[src/hdl/fprc_pkg.sv]
`default_nettype none

package fprc_pkg;

   localparam int FRAME_BUFFER_BYTES_DEF = 32;

   localparam int BYTE_W      = 8;
   localparam int SUM_W       = 16;
   localparam int CMP_W       = BYTE_W + 1;
   localparam int CSR_INDEX_W = 1;
   localparam int STATUS_W    = 3;
   localparam int PIDX_W      = 5;
   localparam int PLEN_W      = 6;

   localparam logic [BYTE_W-1:0] MIN_LEN      = 8'd6;
   localparam logic [BYTE_W-1:0] SOF_BYTE_RST = 8'd170;
   localparam logic [BYTE_W-1:0] EOF_BYTE_RST = 8'd85;

   localparam logic [STATUS_W-1:0] STATUS_NONE = 3'd0;
   localparam logic [STATUS_W-1:0] STATUS_OK   = 3'd1;
   localparam logic [STATUS_W-1:0] STATUS_CSUM = 3'd2;
   localparam logic [STATUS_W-1:0] STATUS_LEN  = 3'd3;
   localparam logic [STATUS_W-1:0] STATUS_OVF  = 3'd4;

   localparam logic [CSR_INDEX_W-1:0] CSR_SOF_BYTE = 1'd0;
   localparam logic [CSR_INDEX_W-1:0] CSR_EOF_BYTE = 1'd1;

   typedef struct packed {
      logic [STATUS_W-1:0] status;
      logic                payload_valid;
      logic [BYTE_W-1:0]   payload_byte;
      logic [PIDX_W-1:0]   payload_index;
      logic [BYTE_W-1:0]   frame_type;
      logic [BYTE_W-1:0]   frame_addr;
      logic [BYTE_W-1:0]   function_code;
      logic [PLEN_W-1:0]   payload_length;
   } result_type;

endpackage

`default_nettype wire

[src/hdl/framed_packet_receiver_checksum_core.sv]
`default_nettype none

// Receives a framed byte stream (start code, length, type, address, function, payload,
// big-endian 16-bit sum checksum, end code) and returns one result word for every
// received word: payload bytes are passed out as they arrive, and the word that ends a
// frame carries its status, with header fields when the checksum matches. The core
// accepts one word per cycle while rsp_ready does not stall it; the rate is set by the
// single frame state update between the input register and the result register, each
// of which takes a new word whenever the stage after it moves on. Start and end codes may
// be written through the csr_ port while no word is in flight.
module framed_packet_receiver_checksum_core #(
   parameter int FRAME_BUFFER_BYTES = fprc_pkg::FRAME_BUFFER_BYTES_DEF
) (
   input  wire logic                             clock,
   input  wire logic                             reset,
   input  wire logic                             req_valid,
   output      logic                             req_ready,
   input  wire logic [fprc_pkg::BYTE_W-1:0]      req_in_byte,
   output      logic                             rsp_valid,
   input  wire logic                             rsp_ready,
   output      logic [fprc_pkg::STATUS_W-1:0]    rsp_status,
   output      logic                             rsp_payload_valid,
   output      logic [fprc_pkg::BYTE_W-1:0]      rsp_payload_byte,
   output      logic [fprc_pkg::PIDX_W-1:0]      rsp_payload_index,
   output      logic [fprc_pkg::BYTE_W-1:0]      rsp_frame_type,
   output      logic [fprc_pkg::BYTE_W-1:0]      rsp_frame_addr,
   output      logic [fprc_pkg::BYTE_W-1:0]      rsp_function_code,
   output      logic [fprc_pkg::PLEN_W-1:0]      rsp_payload_length,
   input  wire logic                             csr_valid,
   output      logic                             csr_ready,
   input  wire logic [fprc_pkg::CSR_INDEX_W-1:0] csr_index,
   input  wire logic [fprc_pkg::BYTE_W-1:0]      csr_data
);
   import fprc_pkg::*;

   logic              in_valid_ff;
   logic [BYTE_W-1:0] in_byte_ff;
   logic              rsp_valid_ff;
   result_type        rsp_ff;
   result_type        step_result;
   logic [BYTE_W-1:0] sof_byte_ff;
   logic [BYTE_W-1:0] eof_byte_ff;
   logic              step_en;

   assign step_en   = in_valid_ff && (!rsp_valid_ff || rsp_ready);
   assign req_ready = !in_valid_ff || step_en;
   assign csr_ready = 1'b1;

   always_ff @(posedge clock) begin
      if (reset) begin
         sof_byte_ff <= SOF_BYTE_RST;
         eof_byte_ff <= EOF_BYTE_RST;
      end else if (csr_valid) begin
         case (csr_index)
            CSR_SOF_BYTE: sof_byte_ff <= csr_data;
            CSR_EOF_BYTE: eof_byte_ff <= csr_data;
            default: begin
            end
         endcase
      end
   end

   always_ff @(posedge clock) begin
      if (reset) begin
         in_valid_ff <= 1'b0;
      end else if (req_ready) begin
         in_valid_ff <= req_valid;
      end
   end

   always_ff @(posedge clock) begin
      if (req_ready && req_valid) begin
         in_byte_ff <= req_in_byte;
      end
   end

   fprc_frame #(
      .FRAME_BUFFER_BYTES(FRAME_BUFFER_BYTES)
   ) u_frame (
      .clock      (clock),
      .reset      (reset),
      .step_en    (step_en),
      .in_byte    (in_byte_ff),
      .sof_byte   (sof_byte_ff),
      .eof_byte   (eof_byte_ff),
      .result_out (step_result)
   );

   always_ff @(posedge clock) begin
      if (reset) begin
         rsp_valid_ff <= 1'b0;
      end else if (step_en) begin
         rsp_valid_ff <= 1'b1;
      end else if (rsp_ready) begin
         rsp_valid_ff <= 1'b0;
      end
   end

   always_ff @(posedge clock) begin
      if (step_en) begin
         rsp_ff <= step_result;
      end
   end

   assign rsp_valid          = rsp_valid_ff;
   assign rsp_status         = rsp_ff.status;
   assign rsp_payload_valid  = rsp_ff.payload_valid;
   assign rsp_payload_byte   = rsp_ff.payload_byte;
   assign rsp_payload_index  = rsp_ff.payload_index;
   assign rsp_frame_type     = rsp_ff.frame_type;
   assign rsp_frame_addr     = rsp_ff.frame_addr;
   assign rsp_function_code  = rsp_ff.function_code;
   assign rsp_payload_length = rsp_ff.payload_length;

endmodule

`default_nettype wire

[src/hdl/fprc_frame.sv]
`default_nettype none

module fprc_frame #(
   parameter int FRAME_BUFFER_BYTES = fprc_pkg::FRAME_BUFFER_BYTES_DEF
) (
   input  wire logic                        clock,
   input  wire logic                        reset,
   input  wire logic                        step_en,
   input  wire logic [fprc_pkg::BYTE_W-1:0] in_byte,
   input  wire logic [fprc_pkg::BYTE_W-1:0] sof_byte,
   input  wire logic [fprc_pkg::BYTE_W-1:0] eof_byte,
   output fprc_pkg::result_type             result_out
);
   import fprc_pkg::*;

   localparam int POS_W = $clog2(FRAME_BUFFER_BYTES);
   localparam logic [CMP_W-1:0] FBB_X = CMP_W'(FRAME_BUFFER_BYTES);
   localparam logic [CMP_W-1:0] PAYLOAD_FIRST = CMP_W'(5);

   typedef enum logic [1:0] {
      FRAME_IDLE = 2'b01,
      FRAME_OPEN = 2'b10
   } frame_state_type;

   frame_state_type   state_ff, state_in;
   logic [POS_W-1:0]  position_ff, position_in;
   logic [BYTE_W-1:0] len_ff, len_in;
   logic [SUM_W-1:0]  sum_ff, sum_in;
   logic [SUM_W-1:0]  rsum_ff, rsum_in;
   logic [BYTE_W-1:0] type_ff, type_in;
   logic [BYTE_W-1:0] addr_ff, addr_in;
   logic [BYTE_W-1:0] func_ff, func_in;

   logic [CMP_W-1:0] pos_x;
   logic [CMP_W-1:0] len_x;
   logic [CMP_W-1:0] byte_x;
   logic [CMP_W-1:0] k;

   assign pos_x  = CMP_W'(position_ff);
   assign len_x  = CMP_W'(len_ff);
   assign byte_x = CMP_W'(in_byte);
   assign k      = pos_x + CMP_W'(1);

   always_comb begin
      state_in    = state_ff;
      position_in = position_ff;
      len_in      = len_ff;
      sum_in      = sum_ff;
      rsum_in     = rsum_ff;
      type_in     = type_ff;
      addr_in     = addr_ff;
      func_in     = func_ff;
      result_out  = '0;
      if (state_ff == FRAME_IDLE) begin
         if (in_byte == sof_byte) begin
            state_in    = FRAME_OPEN;
            position_in = '0;
            len_in      = '0;
            sum_in      = '0;
            rsum_in     = '0;
            type_in     = '0;
            addr_in     = '0;
            func_in     = '0;
         end
      end else if ((pos_x != '0) && (pos_x == len_x) && (in_byte == eof_byte)) begin
         state_in = FRAME_IDLE;
         if (sum_ff == rsum_ff) begin
            result_out.status         = STATUS_OK;
            result_out.frame_type     = type_ff;
            result_out.frame_addr     = addr_ff;
            result_out.function_code  = func_ff;
            result_out.payload_length = PLEN_W'(len_ff - MIN_LEN);
         end else begin
            result_out.status = STATUS_CSUM;
         end
      end else begin
         position_in = POS_W'(k);
         if (k == CMP_W'(1)) begin
            len_in = in_byte;
            if ((in_byte < MIN_LEN) || (byte_x > FBB_X)) begin
               result_out.status = STATUS_LEN;
               state_in          = FRAME_IDLE;
            end else begin
               sum_in = sum_ff + SUM_W'(in_byte);
            end
         end else if (k > len_x) begin
            result_out.status = STATUS_LEN;
            state_in          = FRAME_IDLE;
         end else if ((k + CMP_W'(2)) <= len_x) begin
            sum_in = sum_ff + SUM_W'(in_byte);
            if (k == CMP_W'(2)) begin
               type_in = in_byte;
            end else if (k == CMP_W'(3)) begin
               addr_in = in_byte;
            end else if (k == CMP_W'(4)) begin
               func_in = in_byte;
            end else begin
               result_out.payload_valid = 1'b1;
               result_out.payload_byte  = in_byte;
               result_out.payload_index = PIDX_W'(k - PAYLOAD_FIRST);
            end
         end else if ((k + CMP_W'(1)) == len_x) begin
            rsum_in = {in_byte, rsum_ff[BYTE_W-1:0]};
         end else begin
            rsum_in = {rsum_ff[SUM_W-1:BYTE_W], in_byte};
         end
         if ((result_out.status == STATUS_NONE) && ((k + CMP_W'(1)) >= FBB_X)) begin
            result_out.status = STATUS_OVF;
            state_in          = FRAME_IDLE;
         end
      end
   end

   always_ff @(posedge clock) begin
      if (reset) begin
         state_ff <= FRAME_IDLE;
      end else if (step_en) begin
         state_ff <= state_in;
      end
   end

   always_ff @(posedge clock) begin
      if (step_en) begin
         position_ff <= position_in;
         len_ff      <= len_in;
         sum_ff      <= sum_in;
         rsum_ff     <= rsum_in;
         type_ff     <= type_in;
         addr_ff     <= addr_in;
         func_ff     <= func_in;
      end
   end

   a_idle_quiet: assert property (@(posedge clock) disable iff (reset)
      (step_en && (state_ff == FRAME_IDLE)) |->
      ((result_out.status == STATUS_NONE) && !result_out.payload_valid))
      else $error("idle byte produced a status or payload");

   a_end_goes_idle: assert property (@(posedge clock) disable iff (reset)
      (step_en && (result_out.status != STATUS_NONE)) |=> (state_ff == FRAME_IDLE))
      else $error("frame still open after a final status");

   a_position_bound: assert property (@(posedge clock) disable iff (reset)
      (state_ff == FRAME_OPEN) |-> (CMP_W'(position_ff) < FBB_X))
      else $error("position beyond frame buffer");

   a_payload_status: assert property (@(posedge clock) disable iff (reset)
      (step_en && result_out.payload_valid) |->
      ((result_out.status == STATUS_NONE) || (result_out.status == STATUS_OVF)))
      else $error("payload word carries a closing status");

endmodule

`default_nettype wire
[config.mk]
export PLATFORM = sky130hd
export DESIGN_NAME = framed_packet_receiver_checksum_core
export DESIGN_NICKNAME = d
export VERILOG_FILES = /design/src/hdl/fprc_pkg.sv /design/src/hdl/framed_packet_receiver_checksum_core.sv /design/src/hdl/fprc_frame.sv
export SDC_FILE = /design/constraint.sdc
export NUM_CORES = 1
export LEC_CHECK = 0
export BUFFER_PORTS_ARGS = -buffer_cell sky130_fd_sc_hd__clkbuf_2
export CORE_UTILIZATION = 42
export CTS_CLUSTER_SIZE = 20
export DETAILED_ROUTE_END_ITERATION = 6
export PLACE_DENSITY_LB_ADDON = 0.1
export RECOVER_POWER = 25
export SLEW_MARGIN = 20
export SYNTH_ARGS = -nofsm -noshare
export SYNTH_HDL_FRONTEND = slang
export SYNTH_SLANG_ARGS = --single-unit
export TNS_END_PERCENT = 100
[constraint.sdc]
create_clock -name clock -period 11.1 [get_ports clock]
set_input_delay 1.11 -clock clock [delete_from_list [all_inputs] [get_ports clock]]
set_output_delay 1.11 -clock clock [all_outputs]
set_load 0.05 [all_outputs]
==> key figures, run 1 <==
Outcome
  • Status: finished with violations
  • Violated checks: max-capacitance violations, max-slew violations

Clock network
  • TritonCTS clock tree: yes
  • CTS Hold Bufs: 0
  • Clock buffer depth: 2
  • Post-CTS Resized: 0
  • Clk pin slew, worst setup/hold paths: 60 ps
  • Post-CTS setup buffer count: 0
  • H-tree lvl count: 4
  • CTS sink count: 144
  • CTS Root Cell: clkbuf_16
  • Clock latency on the worst-skew pair: 420 ps
  • Num CTS Buffers: 17

Detailed routing
  • Vias per cell: 5.234
  • DR WL/cell: 17.46 microns
  • Detailed Route Iter0 Violations: 235
  • 1st-pass router iterations: 4
  • DRC errors left: 0
  • DR vias: 4616
  • Post-route ant nets: 0
  • DRT Wirelength: 15400 microns

Global route
  • Vias in the first global route: 4550
  • Antenna violations before repair: 0
  • GR Overflow Total: 0
  • Largest net degree at the start of global routing: 51
  • Global-route wire length before repair: 24580 microns
  • Overall routing resource usage: 18.67%

Final layout
  • Synth-to-Final Area Change: 15.32%
  • Antenna cell count: 0
  • Final nets: 704
  • Layout Cells excl Fill: 882
  • Layout cell share with drive strength beyond 1: 16.37%

Timing
  • Maximum clock rate: 0.2312 GHz
  • Final-report hold violation count: 0
  • RSZ-0062 raised after global routing: false
  • Setup TNS: 0 ps
  • Fin. max-slew vios: 50
  • Skew final: 9.223 ps
  • Setup Viol. Count Final: 0
  • Worst-Margin Slew: 1728 ps
  • Minimum clock period: 4325 ps
  • Fin crit share: 38.97%
  • Slew Limit Headroom: -15.17%

Min path
  • Worst Hold Class: reg -> reg
  • Hold Path Depth: 2

Power and ir drop
  • Seq pwr share: 49.4%
  • PD cells: 150.8 nW/um^2
  • Logic pwr share: 5.4%
  • Pleak: 0.003211 uW
  • Sw power: 279.4 uW
  • Sw frac: 22.83%
  • Internal: 944.7 uW
  • Clock Power Share: 45.2%
  • VDD IR max: 0.09716 mV

Synthesis
  • Post-synthesis xor/xnor area fraction: 6.983%
  • Yosys cell types: 59
  • Fraction of the mapped netlist area in adder cells: 5.259%
  • Main synth FF type: edfxtp_1
  • EDFF count, synth: 124
  • Synth cell count leaders: edfxtp_1 (124), nand2_1 (38), and2_1 (37), and3_1 (35), xor2_1 (34)
  • Syn avg cell area: 11.96 sq um
  • Flops & latches, synth: 144
  • Largest cells by area after synthesis: edfxtp_1 (53%), dfxtp_1 (5.7%), ha_1 (5.0%)
  • Compound-Gate Fraction of Synth Area: 7.623%
  • Synth warn: 0
  • Simple-Gate Fraction of Synth Area: 17.79%
  • Post-synthesis mux area share: 0.8529%
  • Cell taking the most area after synthesis: edfxtp_1
  • Main combinational cell family by area after synthesis: simple AND/OR/NAND/NOR gates
  • Yosys top cell area share: 52.88%
  • Synth async-reset ratio: 0%
  • Mapped Area: 7042 sq um
  • Post-Syn Nets: 640
  • Cell count after synthesis: 589
  • Seq/Total Area, Yosys: 58.56%
  • Most common cell in the synthesized netlist: edfxtp_1

Run
  • Total of max-cap violations: 1

Critical path
  • Data required, critical path: 11140 ps
  • CP Max Fanout: 10
  • FF-to-FF Start: u_frame.position_ff[0]
  • Worst setup path end: u_frame.rsum_ff[7]
  • CP arrival: 4370 ps
  • Worst Setup Start Kind: flip-flop
  • Worst setup EP type: flip-flop
  • CP Launch Point: u_frame.position_ff[0]
  • Worst R2R End: u_frame.rsum_ff[7]
  • Reg2reg setup slack: 6770 ps
  • Reg2Reg Depth: 11
  • CP Class: reg -> reg

Floorplan
  • Die X: 131.5 microns
  • Die height: 131.5 microns
  • # IOs: 72
  • Num rows: 46
  • Die area: 17290 sq um
  • Core Box Area: 16120 sq um
  • Initial Utilization: 43.70%

Place
  • Post-placement cell count: 850
  • Post-DP HPWL: 10740 microns
  • Port Buffer Count: 70
  • Gpl congestion: 0.8495
[kinds of logic after synthesis]
logic type      Yosys count
compound gates           81
simple gates            223
fa+ha+maj                29
flops                   144
xor+xnor                 54
other cells               2
buf+inv                  50
mux                       6
[per-stage QoR]
stage,hold slack [ps],utilization [%],setup WS [ps],area [sq um],total power [uW]
6_report,467.7,50.39,6775,8120,1224
5_1_grt,480.5,50.39,6492,8120,1262
4_1_cts,468.8,50.55,6698,8147,1235
3_5_place_dp,460.5,47.02,6767,7577,683.7
3_3_place_gp,459.2,47.02,6892,7577,682.7
2_1_floorplan,448.1,-,6893,7042,663.9
[critical path: stages (launching register included)]
cell and delay, ps:
edfxtp_1 540, ha_1 350, nand2_1 100, xor2_1 400, inv_2 200, xnor2_1 180, ha_1 320, nand3_1 100
o21bai_1 160, a31oi_1 520, o21ai_0 230, nor3_1 850
[placed cells by master, fill, tap and decap left out, drive strengths merged, types with 3 or more instances in the layout]
| cell type | netlist | routed |
|---|---|---|
| a211o | 6 | 6 |
| a211oi | 8 | 8 |
| a21oi | 23 | 23 |
| a31oi | 4 | 4 |
| and2 | 37 | 37 |
| and3 | 36 | 36 |
| clkbuf | 24 | 91 |
| clkinv | 0 | 5 |
| clkinvlp | 0 | 3 |
| dfxtp | 20 | 20 |
| edfxtp | 124 | 124 |
| ha | 28 | 28 |
| inv | 21 | 24 |
| mux2i | 6 | 6 |
| nand2 | 38 | 38 |
| nand2b | 13 | 13 |
| nand3 | 12 | 12 |
| nand3b | 4 | 4 |
| nand4 | 6 | 6 |
| nor2 | 33 | 33 |
| nor2b | 9 | 9 |
| nor3 | 9 | 9 |
| nor4 | 14 | 14 |
| nor4b | 3 | 3 |
| o211ai | 4 | 4 |
| o21a | 7 | 7 |
| o21ai | 16 | 16 |
| xnor2 | 20 | 20 |
| xor2 | 34 | 34 |
[state kept, by name (all words and copies together), names as in the netlist, 2 cells and up]
| name | cells |
|---|---|
| u_frame.rsum_ff | 16 |
| u_frame.sum_ff | 16 |
| eof_byte_ff | 8 |
| in_byte_ff | 8 |
| rsp_frame_addr | 8 |
| rsp_frame_type | 8 |
| rsp_function_code | 8 |
| rsp_payload_byte | 8 |
| sof_byte_ff | 8 |
| u_frame.addr_ff | 8 |
| u_frame.func_ff | 8 |
| u_frame.len_ff | 8 |
| u_frame.type_ff | 8 |
| rsp_payload_length | 6 |
| rsp_payload_index | 5 |
| u_frame.position_ff | 5 |
| rsp_status | 3 |
| u_frame.state_ff | 2 |
[how the worst min path moves through the flow]
| stage | end | startpoint |
|---|---|---|
| after floorplan | eof_byte_ff[1] | eof_byte_ff[1] |
| after global placement | eof_byte_ff[3] | eof_byte_ff[3] |
| after detailed placement | sof_byte_ff[0] | sof_byte_ff[0] |
| after CTS | sof_byte_ff[0] | sof_byte_ff[0] |
| after global routing | eof_byte_ff[3] | eof_byte_ff[3] |
| final | eof_byte_ff[5] | eof_byte_ff[5] |
[power groups by stage]
| stage | clock network [uW] | logic, uW | registers (uW) |
|---|---|---|---|
| 2_1_floorplan | 0 | 30.6 | 633 |
| 3_3_place_gp | 0 | 66.1 | 617 |
| 3_5_place_dp | 0 | 66.8 | 617 |
| 4_1_cts | 563 | 67.0 | 605 |
| 5_1_grt | 583 | 72.2 | 607 |
| 6_report | 553 | 66.3 | 605 |
[routing by layer]
metal  vias to the layer above  wire length [microns]  GRT usage (%)
li1                       2260                      -              -
met1                      2208                   7365          25.02
met2                       134                   7130          29.54
met3                        14                    732          4.051
met4                         0                    167          6.977
met5                         -                      0              0
[area by class of cell]
type                    instances  area (sq um)
clock buffers                  19         432.9
well taps                     216         270.3
multi-input cells             395          2710
flip-flops and latches        144          4124
repair buffers                 74         366.6
inverters                      21         80.08
fillers                      1398          7995
clock inverters                13         136.4
Note: power is estimated with default switching activity, not from simulation.
==> run 2: changes to the inputs <==
==> constraint.sdc (replaced) <==
create_clock -name clock -period 3.6 [get_ports clock]
set_input_delay 0.36 -clock clock [delete_from_list [all_inputs] [get_ports clock]]
set_output_delay 0.36 -clock clock [all_outputs]
set_load 0.05 [all_outputs]
==> run 2 against run 1 <==
Effect of this change: the run now ends clean; via count up 4.1%; power rose to 3.0 times the previous value; register-to-register slack got worse by 6600 ps; combinational power grew to 3.2 times the previous value; sequential cell count is the same; global-route usage rose by 0.60 points; largest cell class unchanged; highest routed layer unchanged.
==> key figures, run 2 (synthesis results as in run 1) <==
Global route
  • Antenna violations before repair: 0 (unchanged)
  • Met1 Resource Use GR: 25.98% (was 25.02%)
  • Overall routing resource usage: 19.26% (was 18.67%)
  • Global-route wire length before repair: 25520 microns (was 24580 microns)
  • Met3 Usage GRT: 4.167% (was 4.051%)
  • Largest net degree at the start of global routing: 41 (was 51)
  • Vias in the first global route: 4806 (was 4550)
  • Met2 Usage GRT: 30.28% (was 29.54%)
  • GR Overflow Total: 0 (unchanged)
  • Most Used Layer, Global Route: met2 (unchanged)

Critical path
  • CP Class: reg -> reg (unchanged)
  • FF-to-FF Start: u_frame.position_ff[2] (was u_frame.position_ff[0])
  • Data required, critical path: 3770 ps (was 11140 ps)
  • CP arrival: 3550 ps (was 4370 ps)
  • CP Launch Point: u_frame.position_ff[2] (was u_frame.position_ff[0])
  • CP Max Fanout: 14 (was 10)
  • Worst Setup Start Kind: flip-flop (unchanged)
  • Worst setup EP type: flip-flop (unchanged)

Timing
  • Minimum clock period: 3376 ps (was 4325 ps)
  • Skew final: 8.088 ps (was 9.223 ps)
  • Setup Viol. Count Final: 0 (unchanged)
  • Fin. max-slew vios: 0 (was 50)
  • Setup TNS: 0 ps (unchanged)
  • Slew Limit Headroom: 8.142% (was -15.17%)
  • Fin Hold WS: 111.7 ps (was 467.7 ps)
  • Fin crit share: 93.78% (was 38.97%)
  • Final-report hold violation count: 0 (unchanged)
  • Worst-Margin Slew: 1378 ps (was 1728 ps)
  • RSZ-0062 raised after global routing: false (unchanged)
  • Maximum clock rate: 0.2962 GHz (was 0.2312 GHz)

Place
  • Post-DP Area: 7838 sq um (was 7577 sq um)
  • Post-placement cell count: 883 (was 850)
  • Post-DP HPWL: 11200 microns (was 10740 microns)
  • Gpl congestion: 0.9000 (was 0.8495)
  • Port Buffer Count: 70 (unchanged)

Final layout
  • Register Area: 4124 sq um (unchanged)
  • Synth-to-Final Area Change: 18.60% (was 15.32%)
  • Layout Cells excl Fill: 915 (was 882)
  • Final nets: 738 (was 704)
  • Antenna cell count: 0 (unchanged)
  • Final Cell Area: 8352 sq um (was 8120 sq um)
  • Multi-input gate area: 2740 sq um (was 2710 sq um)
  • Largest registers: u_frame.rsum_ff (16), u_frame.sum_ff (16) (unchanged)
  • Most frequent cells in the layout: edfxtp_1 (124), clkbuf_2 (50), nand2_1 (38) (was edfxtp_1 (124), clkbuf_2 (65), nand2_1 (38))
  • Fill cells: 1457 (was 1398)
  • Layout cell share with drive strength beyond 1: 18.45% (was 16.37%)
  • Commonest non-fill, non-tap cell in the layout: edfxtp_1 (unchanged)

Floorplan
  • Die area: 17290 sq um (unchanged)
  • # IOs: 72 (unchanged)
  • Initial Utilization: 43.70% (unchanged)
  • Die height: 131.5 microns (unchanged)
  • Die X: 131.5 microns (unchanged)
  • Num rows: 46 (unchanged)
  • Core Box Area: 16120 sq um (unchanged)

Detailed routing
  • DR WL/cell: 17.29 microns (was 17.46 microns)
  • Post-route ant nets: 0 (unchanged)
  • DRC errors left: 0 (unchanged)
  • 1st-pass router iterations: 4 (unchanged)
  • Detailed Route Iter0 Violations: 264 (was 235)
  • Vias per cell: 5.249 (was 5.234)
  • DR vias: 4803 (was 4616)
  • DRT Wirelength: 15820 microns (was 15400 microns)

Run
  • Total of max-cap violations: 0 (was 1)

Clock network
  • Clock latency on the worst-skew pair: 420 ps (about the same)
  • H-tree lvl count: 4 (unchanged)
  • Clock buffer depth: 2 (unchanged)
  • CTS sink count: 144 (unchanged)
  • CTS Hold Bufs: 0 (unchanged)
  • Clk pin slew, worst setup/hold paths: 60 ps (about the same)
  • Num CTS Buffers: 17 (unchanged)
  • CTS Root Cell: clkbuf_16 (unchanged)
  • TritonCTS clock tree: yes (unchanged)

Power and ir drop
  • Pleak: 0.003319 uW (was 0.003211 uW)
  • Total Power: 3632 uW (was 1224 uW)
  • PD cells: 434.9 nW/um^2 (was 150.8 nW/um^2)
  • VDD IR max: 0.3359 mV (was 0.09716 mV)

Outcome
  • Status: completed (was finished with violations)

Min path
  • Worst Hold Class: in -> reg (was reg -> reg)
  • Hold_sp: req_in_byte[6] (was eof_byte_ff[5])
run 2: changes by cell type in the layout (fill, tap and decap cells not counted), moves of 2 or more:
cell       delta
buf_4        +34
bufinv_16     -2
clkbuf_1     +12
clkbuf_2     -15
clkinv_1      +3
clkinv_2      -3
clkinv_4      +3
inv_6         -2
run 2: path summary, 6_finish.rpt:
kind                               to  slack (ps)  cells after the start
hold reg to reg        eof_byte_ff[5]         470                      2
setup reg to reg  rsp_payload_byte[7]         220                     15
hold / removal          in_byte_ff[6]         110                      1
setup / recovery  rsp_payload_byte[7]         220                     15
run 2: layout make-up:
| class | instances | share of cell area (%) |
|---|---|---|
| clock buffer | 17 | 5.094 |
| clock inverter | 14 | 1.124 |
| inverter | 21 | 0.9438 |
| multi-input combinational | 395 | 32.81 |
| sequential | 144 | 49.38 |
| tap | 216 | 3.236 |
| timing repair buffer | 108 | 7.416 |
run 2: layer usage:
layer | part of all wire [%] | routed length, microns | vias up
met5 | 0 | 0 | -
met4 | 1.6 | 258 | 0
met3 | 4.3 | 687 | 22
met2 | 46 | 7223 | 129
met1 | 48 | 7653 | 2315
li1 | - | - | 2337
run 2: worst max-delay path, cell delays in order (launching register included):
cell and delay [ps]:
edfxtp_1 500, ha_1 250, nand2_1 80, xor2_1 220, inv_2 60, buf_4 150, xnor2_1 120, ha_1 310
nand3_1 90, o21bai_1 160, a31oi_1 380, buf_4 190, a31oi_1 50, nor4b_2 170, buf_4 210, and2_1 170
run 2: metrics by stage:
step,utilization [%],setup WS [ps]
after floorplan,-,-11.80
after global routing,51.82,40.25
after detailed placement,48.63,-44.92
after CTS,51.98,127.4
after global placement,48.63,72.75
final,51.82,223.9
run 2: power by group:
| part | internal [uW] | switching (uW) | total, uW |
|---|---|---|---|
| clock | 870 | 687 | 1560 |
| sequential | 1830 | 27.2 | 1860 |
| combinational | 61.2 | 154 | 215 |
run 2: repair_timing:
action,CTS,global route
hold endpoints to repair,0,0
pin swaps,1,0
buffers inserted,1,0
setup endpoints to repair,16,8
resized for setup,0,1
